## config.mk

```make
export PLATFORM = sky130hd
export DESIGN_NAME = sha_control
export DESIGN_NICKNAME = d
export VERILOG_FILES = /design/src/sv/sha_pkg.sv /design/src/sv/sha_control.sv
export SDC_FILE = /design/constraint.sdc
export NUM_CORES = 1
export LEC_CHECK = 0
export BUFFER_PORTS_ARGS = -buffer_cell sky130_fd_sc_hd__buf_4
export CAP_MARGIN = 25
export CORE_UTILIZATION = 25
export DETAILED_ROUTE_END_ITERATION = 10
export GPL_ROUTABILITY_DRIVEN = 1
export GPL_TIMING_DRIVEN = 0
export HOLD_SLACK_MARGIN = 0.08
export MAX_ROUTING_LAYER = met4
export SETUP_SLACK_MARGIN = 0.05
export SYNTH_ARGS = -nofsm -noshare
export SYNTH_HDL_FRONTEND = slang
export SYNTH_SLANG_ARGS = --single-unit
```

## constraint.sdc

```tcl
create_clock -name clock -period 1.45 [get_ports clock]
set_clock_uncertainty 0.2 [all_clocks]
set_input_delay 0.29 -clock clock [delete_from_list [all_inputs] [get_ports clock]]
set_output_delay 0.29 -clock clock [all_outputs]
set_load 0.005 [all_outputs]
```

## src/sv/sha_pkg.sv

```systemverilog
// ----------------------------------------------------------------------------
// SHA-512 / SHA-384 package
// Shared types, round constants and initial values for the hash engine.
// ----------------------------------------------------------------------------
package sha_pkg;

   localparam int WordBits    = 64;
   localparam int BlockWords  = 16;
   localparam int Rounds      = 80;
   localparam int HashWords   = 8;

   typedef logic [WordBits-1:0] word_type;
   typedef logic [3:0]          wpos_type;
   typedef logic [6:0]          round_type;

   typedef enum logic [2:0] {
      ST_IDLE,
      ST_PAD,
      ST_COMPRESS,
      ST_UPDATE,
      ST_EMIT
   } state_type;

   // word sources for the block buffer write
   typedef enum logic [2:0] {
      SRC_DATA,
      SRC_LASTDATA,
      SRC_MARK,
      SRC_ZERO,
      SRC_LEN_HI,
      SRC_LEN_LO
   } src_type;

   typedef struct packed {
      logic      put;        // write a word into the block buffer
      src_type   src;
      logic      add_len;    // add byte count to message length
      logic [3:0] add_bytes;
      logic      init_rounds;
      logic      round;      // run one round
      logic      update;     // fold working vars into hash words
      logic      restart;    // reload initial values, clear length
      logic      emit;       // present digest word
      logic [2:0] emit_idx;
      logic      emit_last;
   } cmd_type;

   typedef struct packed {
      wpos_type  wpos;
      round_type rnd;
   } status_type;

   localparam word_type RK [Rounds] = '{
      64'h428a2f98d728ae22, 64'h7137449123ef65cd, 64'hb5c0fbcfec4d3b2f, 64'he9b5dba58189dbbc,
      64'h3956c25bf348b538, 64'h59f111f1b605d019, 64'h923f82a4af194f9b, 64'hab1c5ed5da6d8118,
      64'hd807aa98a3030242, 64'h12835b0145706fbe, 64'h243185be4ee4b28c, 64'h550c7dc3d5ffb4e2,
      64'h72be5d74f27b896f, 64'h80deb1fe3b1696b1, 64'h9bdc06a725c71235, 64'hc19bf174cf692694,
      64'he49b69c19ef14ad2, 64'hefbe4786384f25e3, 64'h0fc19dc68b8cd5b5, 64'h240ca1cc77ac9c65,
      64'h2de92c6f592b0275, 64'h4a7484aa6ea6e483, 64'h5cb0a9dcbd41fbd4, 64'h76f988da831153b5,
      64'h983e5152ee66dfab, 64'ha831c66d2db43210, 64'hb00327c898fb213f, 64'hbf597fc7beef0ee4,
      64'hc6e00bf33da88fc2, 64'hd5a79147930aa725, 64'h06ca6351e003826f, 64'h142929670a0e6e70,
      64'h27b70a8546d22ffc, 64'h2e1b21385c26c926, 64'h4d2c6dfc5ac42aed, 64'h53380d139d95b3df,
      64'h650a73548baf63de, 64'h766a0abb3c77b2a8, 64'h81c2c92e47edaee6, 64'h92722c851482353b,
      64'ha2bfe8a14cf10364, 64'ha81a664bbc423001, 64'hc24b8b70d0f89791, 64'hc76c51a30654be30,
      64'hd192e819d6ef5218, 64'hd69906245565a910, 64'hf40e35855771202a, 64'h106aa07032bbd1b8,
      64'h19a4c116b8d2d0c8, 64'h1e376c085141ab53, 64'h2748774cdf8eeb99, 64'h34b0bcb5e19b48a8,
      64'h391c0cb3c5c95a63, 64'h4ed8aa4ae3418acb, 64'h5b9cca4f7763e373, 64'h682e6ff3d6b2b8a3,
      64'h748f82ee5defb2fc, 64'h78a5636f43172f60, 64'h84c87814a1f0ab72, 64'h8cc702081a6439ec,
      64'h90befffa23631e28, 64'ha4506cebde82bde9, 64'hbef9a3f7b2c67915, 64'hc67178f2e372532b,
      64'hca273eceea26619c, 64'hd186b8c721c0c207, 64'heada7dd6cde0eb1e, 64'hf57d4f7fee6ed178,
      64'h06f067aa72176fba, 64'h0a637dc5a2c898a6, 64'h113f9804bef90dae, 64'h1b710b35131c471b,
      64'h28db77f523047d84, 64'h32caab7b40c72493, 64'h3c9ebe0a15c9bebc, 64'h431d67c49c100d4c,
      64'h4cc5d4becb3e42b6, 64'h597f299cfc657e2a, 64'h5fcb6fab3ad6faec, 64'h6c44198c4a475817
   };

   localparam word_type IV512 [HashWords] = '{
      64'h6a09e667f3bcc908, 64'hbb67ae8584caa73b, 64'h3c6ef372fe94f82b, 64'ha54ff53a5f1d36f1,
      64'h510e527fade682d1, 64'h9b05688c2b3e6c1f, 64'h1f83d9abfb41bd6b, 64'h5be0cd19137e2179
   };
   localparam word_type IV384 [HashWords] = '{
      64'hcbbb9d5dc1059ed8, 64'h629a292a367cd507, 64'h9159015a3070dd17, 64'h152fecd8f70e5939,
      64'h67332667ffc00b31, 64'h8eb44a8768581511, 64'hdb0c2e0d64f98fa7, 64'h47b5481dbefa4fa4
   };

endpackage

```

## src/sv/sha_control.sv

```systemverilog
// ----------------------------------------------------------------------------
// SHA controller
// Sequences word intake, padding, the 80 rounds and digest emission.
// ----------------------------------------------------------------------------
module sha_control (
   input  logic                clock,
   input  logic                reset,
   input  logic                mode,
   input  logic                csr_we,
   input  logic                in_valid,
   output logic                in_ready,
   input  logic [3:0]          in_count,
   input  logic                in_last,
   input  sha_pkg::status_type status,
   output sha_pkg::cmd_type    cmd,
   output logic                out_valid,
   output logic                out_last,
   input  logic                out_ready
);
   import sha_pkg::*;

   state_type state_ff, state_in;
   logic      pad_ff, pad_in;       // padding in progress
   logic      mark_ff, mark_in;     // 0x80 still owed as its own word
   logic      hi_ff, hi_in;         // upper length word already in this block
   logic      fin_ff, fin_in;       // last block filled, emit after it is compressed
   logic      ov_ff, ov_in;         // output register holds a word
   logic      lastf_ff, lastf_in;
   logic [2:0] idx_ff, idx_in;
   logic [3:0] cnt;
   logic       fire;

   always_comb begin
      cnt = (in_count > 4'd8) ? 4'd8 : in_count;
      cmd = '0;
      cmd.src = SRC_ZERO;
      state_in = state_ff;
      pad_in = pad_ff;
      mark_in = mark_ff;
      hi_in = hi_ff;
      fin_in = fin_ff;
      idx_in = idx_ff;
      ov_in = ov_ff;
      lastf_in = lastf_ff;
      in_ready = 1'b0;
      if (ov_ff && out_ready) ov_in = 1'b0;
      unique case (state_ff)
         ST_IDLE: begin
            in_ready = 1'b1;
            if (in_valid) begin
               cmd.put = 1'b1;
               cmd.add_len = 1'b1;
               if (!in_last) begin
                  cmd.src = SRC_DATA;
                  cmd.add_bytes = 4'd8;
                  if (status.wpos == 4'd15) state_in = ST_COMPRESS;
               end else begin
                  cmd.add_bytes = cnt;
                  cmd.src = (cnt == 4'd8) ? SRC_DATA : SRC_LASTDATA;
                  mark_in = (cnt == 4'd8);
                  pad_in = 1'b1;
                  state_in = (status.wpos == 4'd15) ? ST_COMPRESS : ST_PAD;
               end
               if (state_in == ST_COMPRESS) cmd.init_rounds = 1'b1;
            end
         end
         ST_PAD: begin
            cmd.put = 1'b1;
            if (mark_ff) begin
               cmd.src = SRC_MARK;
               mark_in = 1'b0;
            end else if (status.wpos == 4'd14) begin
               cmd.src = SRC_LEN_HI;
               hi_in = 1'b1;
            end else if (status.wpos == 4'd15 && hi_ff) begin
               cmd.src = SRC_LEN_LO;
               hi_in = 1'b0;
               fin_in = 1'b1;
               pad_in = 1'b0;
            end else begin
               // zero-fill; a marker past slot 13 pushes the length into another block
               cmd.src = SRC_ZERO;
            end
            if (status.wpos == 4'd15) begin
               cmd.init_rounds = 1'b1;
               state_in = ST_COMPRESS;
            end
         end
         ST_COMPRESS: begin
            cmd.round = 1'b1;
            if (status.rnd == 7'(Rounds - 1)) state_in = ST_UPDATE;
         end
         ST_UPDATE: begin
            cmd.update = 1'b1;
            idx_in = '0;
            if (fin_ff) state_in = ST_EMIT;
            else if (pad_ff) state_in = ST_PAD;
            else state_in = ST_IDLE;
         end
         ST_EMIT: begin
            if (!ov_ff || out_ready) begin
               cmd.emit = 1'b1;
               cmd.emit_idx = idx_ff;
               ov_in = 1'b1;
               lastf_in = (idx_ff == (mode ? 3'd5 : 3'd7));
               idx_in = idx_ff + 3'd1;
               if (lastf_in) begin
                  cmd.restart = 1'b1;
                  fin_in = 1'b0;
                  state_in = ST_IDLE;
               end
            end
         end
         default: state_in = ST_IDLE;
      endcase
      fire = 1'b0;
      if (csr_we) begin
         cmd = '0;
         cmd.src = SRC_ZERO;
         cmd.restart = 1'b1;
         state_in = ST_IDLE;
         pad_in = 1'b0;
         mark_in = 1'b0;
         hi_in = 1'b0;
         fin_in = 1'b0;
         fire = 1'b1;
      end
   end

   always_ff @(posedge clock) begin
      if (reset) begin
         state_ff <= ST_IDLE;
         pad_ff   <= 1'b0;
         mark_ff  <= 1'b0;
         hi_ff    <= 1'b0;
         fin_ff   <= 1'b0;
         ov_ff    <= 1'b0;
         lastf_ff <= 1'b0;
         idx_ff   <= '0;
      end else begin
         state_ff <= state_in;
         pad_ff   <= pad_in;
         mark_ff  <= mark_in;
         hi_ff    <= hi_in;
         fin_ff   <= fin_in;
         ov_ff    <= fire ? ov_in : ov_in;
         lastf_ff <= lastf_in;
         idx_ff   <= idx_in;
      end
   end

   assign out_valid = ov_ff;
   assign out_last  = lastf_ff;

endmodule

```

### Word-level counts from Yosys, hierarchy flattened

Index checks and enable logic that the tools add are counted.

* add/subtract/negate cells: 1
* magnitude comparators: 1
* equality and inequality tests: 18
* mux-type cells: 54
* bitwise logic cells: 1
* reduce and logical (&&, ||, !) cells: 17

Operator list (count)
* 2-to-1 mux 3 bit: 13
* 2-to-1 mux 1 bit: 25
* 2-to-1 mux 18 bit: 1
* inequality test 2 bit, second input constant: 8
* 2-to-1 mux 5 bit: 3
* one-hot mux 3 bit (5 select lines): 1
* equality test 4 bit, second input constant: 3
* AND reduction 6 bit: 2
* 2-to-1 mux 10 bit: 1
* equality test 3 x 2 -> 1 bit, second input constant: 3
* 2-to-1 mux 4 bit: 2
* one-hot mux 1 bit (2 select lines): 4
* one-hot mux 4 bit (2 select lines): 1
* nonzero test 2 bit: 4
* equality test 7 bit, second input constant: 1
* one-hot mux 3 bit (2 select lines): 1
* AND reduction 3 bit: 2
* greater-than comparator 4 bit, second input constant: 1
* 2-to-1 mux 2 bit: 2
* AND reduction 2 bit: 2
* AND reduction 4 bit: 1
* adder 3 x 1 -> 3 bit, second input constant: 1
* equality test 3 x 1 -> 1 bit, second input constant: 1
* equality test 3 bit: 1
* 7 further kinds: 8

* flip-flop bits (word level): 12
* input bits: 22
* output and inout bits: 21
* word-level logic and storage cells: 100

### Longest topological paths before layout

* word-level depth: 10
* mapped depth: 5
* mapped depth without buffers: 4

### Worst setup path before layout

OpenSTA, ideal clock, no wires.

* path kind: register -> output
* start: register state_ff[1]
* end: output port cmd[1] in the netlist's numbering
* data arrival time: 1.108 ns
* required time: 0.960 ns
* path slack: -0.148 ns
* cell stages (with the launch flop): 6
* buffers on the path: 1
* path through: dfxtp_1 > buf_2 > nor3b_2 > nand2_1 > nor2_2 > and2_1

RTL lines
* from (decl): RTL line sha_control.sv:22 `state_type state_ff, state_in;`
* from (signal assigned): RTL line sha_control.sv:141 `state_ff <= state_in;`
* to (decl): RTL line sha_control.sv:15 `output sha_pkg::cmd_type cmd,`

==> reports/qor.yml <==
outcome:
  status: "finished with violations"
  violations: "setup timing"
sta:
  setup_viol: 22
  fin_crit_sh_pct: 138
  post-route-min-period_ns: 2.00
  hold_violations: 0
  timing.hold.ws_ns: 0.156
  worst_slack_ns: -0.552
  fmax_mhz: 500
  rsz0062_at_grt: "true"
  slew_violations: 0
critical_path:
  r2r-end: "idx_ff[2]"
  slowest_stage: "dfxtp_2"
  crit_type: "reg -> out"
  path_max_fanout: 8
  cp-start-kind: "flip-flop"
  cp.arrival_ns: 1.51
  max_stage_delay_ns: 0.33
  worstRegToRegCells: 7
  crit_family: "simple AND/OR/NAND/NOR gates"
  end_kind: "primary output"
  rr_startpoint: "state_ff[1]"
  r2r_slack_ns: -0.17
  cp-startpoint: "state_ff[1]"
  cp_num_buf_inv: 2
  crit_chain: "buf_8 > nor3b_4 > nand2_2 > nor2_4 > and2_4 > buf_6"
  crit_required_ns: 0.96
routing:
  ant_nets: 0
  routedWlPerCell_um: 13.1
  met2_length_um: 1390
  via_per_inst: 4.76
  drc_errors: 0
  wl_met1_um: 1120
  wl_um: 2670
  drt-pass1-iter-count: 6
  wl_met3_um: 119
  routed.top_layer: "met4"
  vias: 972
  drt_iter0_drc: 27
grt:
  grt_start_max_net_pins: 11
  track_usage_pct: 16.4
  grt_antenna_before_repair: 0
  grt_pass1_vias: 928
  grt_pass1_wl_um: 4110
  overflow: 0
placement:
  portBuffers: 40
  globalplace.congestion: 0.788
  dp_hpwl_um: 1670
  dpl.cell_count: 186
hold_path:
  min_to: "out_valid"
  min_path_cells: 3
  min-delay-start: "out_ready"
  hold_path.class: "in -> reg"
clocking:
  h-tree-depth: 1
  cts_max_path_buffers: 2
  clock_latency_ns: 0.27
  clock_sinks: 12
  numCtsBuffers: 3
  postCtsHoldBufs: 0
  cts.clk_slew.worst_paths_ns: 0.08
  cts_tree: "done"
  clockRootBuffer: "clkbuf_4"
floorplanning:
  fp-row-count: 20
  core-area_um2: 3030
  die_area_um2: 3410
  start_util_pct: 26.3
  die_h_um: 58.4
  die_w_um: 58.4
  boundaryPins: 43
power:
  ir_drop_mv: 0.248
  powerDensity_nw_per_um2: 500
  p_leak_nw: 0.688
logic_synthesis:
  synth-seq-area-share_pct: 30.2
  syn-num-nets: 125
  ys_warn_count: 0
  synth_top_area_share_pct: 30.2
  avgSynthCellArea_um2: 7.80
  yosys.area.top_type: "dfxtp_1"
  netlist_area_um2: 796
  ys_seq_elements: 12
  yosysUniqueCellTypes: 40
  synth_cells: 102
  synthTopCellsByArea: "dfxtp_1 30%, nor2_1 6.1%, and3_1 3.9%"
cells_and_area:
  n_antenna_cell: 0
  syn2layout_area_growth_pct: 94.3
  fin_nets: 184
  final_cell_count_no_fill: 204
  layout-drive-gt1-share_pct: 63.7
job:
  maxCapViolations: 0
state kept, by name, indices dropped and copies added, names as in the netlist:
name / cells
out_last: 1
hi_ff: 1
fin_ff: 1
out_valid: 1
pad_ff: 1
idx_ff: 3
mark_ff: 1
state_ff: 3
cell type report:
cell class / instances / area, um^2
fill: 279 / 1480
timing repair buffer: 54 / 443
inverter: 3 / 11.3
multi-input combinational: 80 / 688
clock buffer: 4 / 36.3
tap: 44 / 55.1
sequential: 12 / 248
buffer: 7 / 65.1
synthesized netlist by cell type:
cell / count
o22ai_1: 1
buf_2: 4
and2b_1: 1
nor2_2: 1
clkbuf_1: 1
o211ai_1: 1
nand3_1: 3
nand4_1: 2
a21o_1: 1
or3_1: 1
o21ai_0: 1
and3b_1: 1
nand2b_1: 3
xor2_1: 3
o31a_1: 1
and4b_1: 1
conb_1: 1
or2_2: 1
nor2b_1: 5
nor3_2: 2
nand2_1: 6
a31oi_1: 1
nand4bb_1: 1
a211oi_2: 1
and3_1: 5
inv_1: 3
dfxtp_1: 12
o41ai_1: 1
nor3b_2: 1
buf_4: 2
mux2i_1: 1
nor2_1: 13
o211a_1: 1
nor3_1: 5
and2_1: 3
a22oi_1: 2
a21oi_1: 5
ha_1: 1
a2111oi_2: 1
nor4_1: 2
kinds of logic (layout without fill, tap and decap cells):
logic type                 after synthesis  after routing  share of synthesized area (%)
AOI/OAI and AO/OA                       17             17                           16.0
buffers and inverters                   10             68                           6.29
DFF                                     12             12                           30.2
other                                    1              1                          0.471
xor gates and xnor gates                 3              3                           3.30
muxes                                    1              1                           1.26
adders and majority gates                1              1                           1.57
and+or+nand+nor                         57             57                           40.9
what timing repair did:
action,CTS,global route
pin swaps,11,18
setup endpoints to repair,21,29
gates resized for setup,17,29
buffers inserted,13,4
power breakdown:
group	internal, mW	switching (mW)	total (mW)
Combinational	0.102	0.0731	0.175
Sequential	0.331	0.00270	0.334
Clock	0.153	0.113	0.266
how the worst max path moves through the flow:
stage / end / slack, ns / depth (start not counted)
final: cmd[1] / -0.55 / 6
after global routing: cmd[1] / -0.60 / 6
after detailed placement: cmd[2] / -0.25 / 6
after floorplan: cmd[2] / -0.08 / 5
after CTS: cmd[11] / -0.52 / 6
after global placement: cmd[2] / -0.24 / 6
layer usage:
metal	vias up	GRT usage (%)
li1	478	-
met3	4	2.86
met2	31	30.0
met4	0	4.08
met5	-	-
met1	459	18.3
worst min-delay path, delay by kind of cell:
family,cells,cell delay (ns)
AND/OR/NAND/NOR,1,0.14
AO/OA/AOI/OAI,1,0.07
buffers and inverters,1,0.08
layout by cell type (no fill, tap or decap), types with 2 or more instances in the layout:
cell type and instances:
nor3_2 2, buf_4 46, nand2_1 3, dfxtp_1 8, nand2b_4 2, nand3_1 2
clkbuf_4 3, nor3_1 3, nor3_4 2, nor2_4 3, nor2b_1 3, inv_1 2
buf_6 11, nor2_2 4, xor2_1 2, a21oi_1 4, buf_8 2, dfxtp_2 3
nor2_1 7, nand4_1 2, and3_1 4, and2_4 3
per-stage QoR:
step	worst slack (ns)	utilization (%)	cell area (um^2)	power (mW)	setup TNS, ns
after floorplan	-0.0795	-	857	0.405	-0.487
after global placement	-0.243	40.0	1210	0.479	-2.94
after detailed placement	-0.253	40.0	1210	0.480	-3.05
after CTS	-0.517	47.0	1420	0.765	-7.59
after global routing	-0.598	51.1	1550	0.809	-9.56
final	-0.552	51.1	1550	0.774	-7.91
No activity file was read; power rests on OpenSTA's default activity.
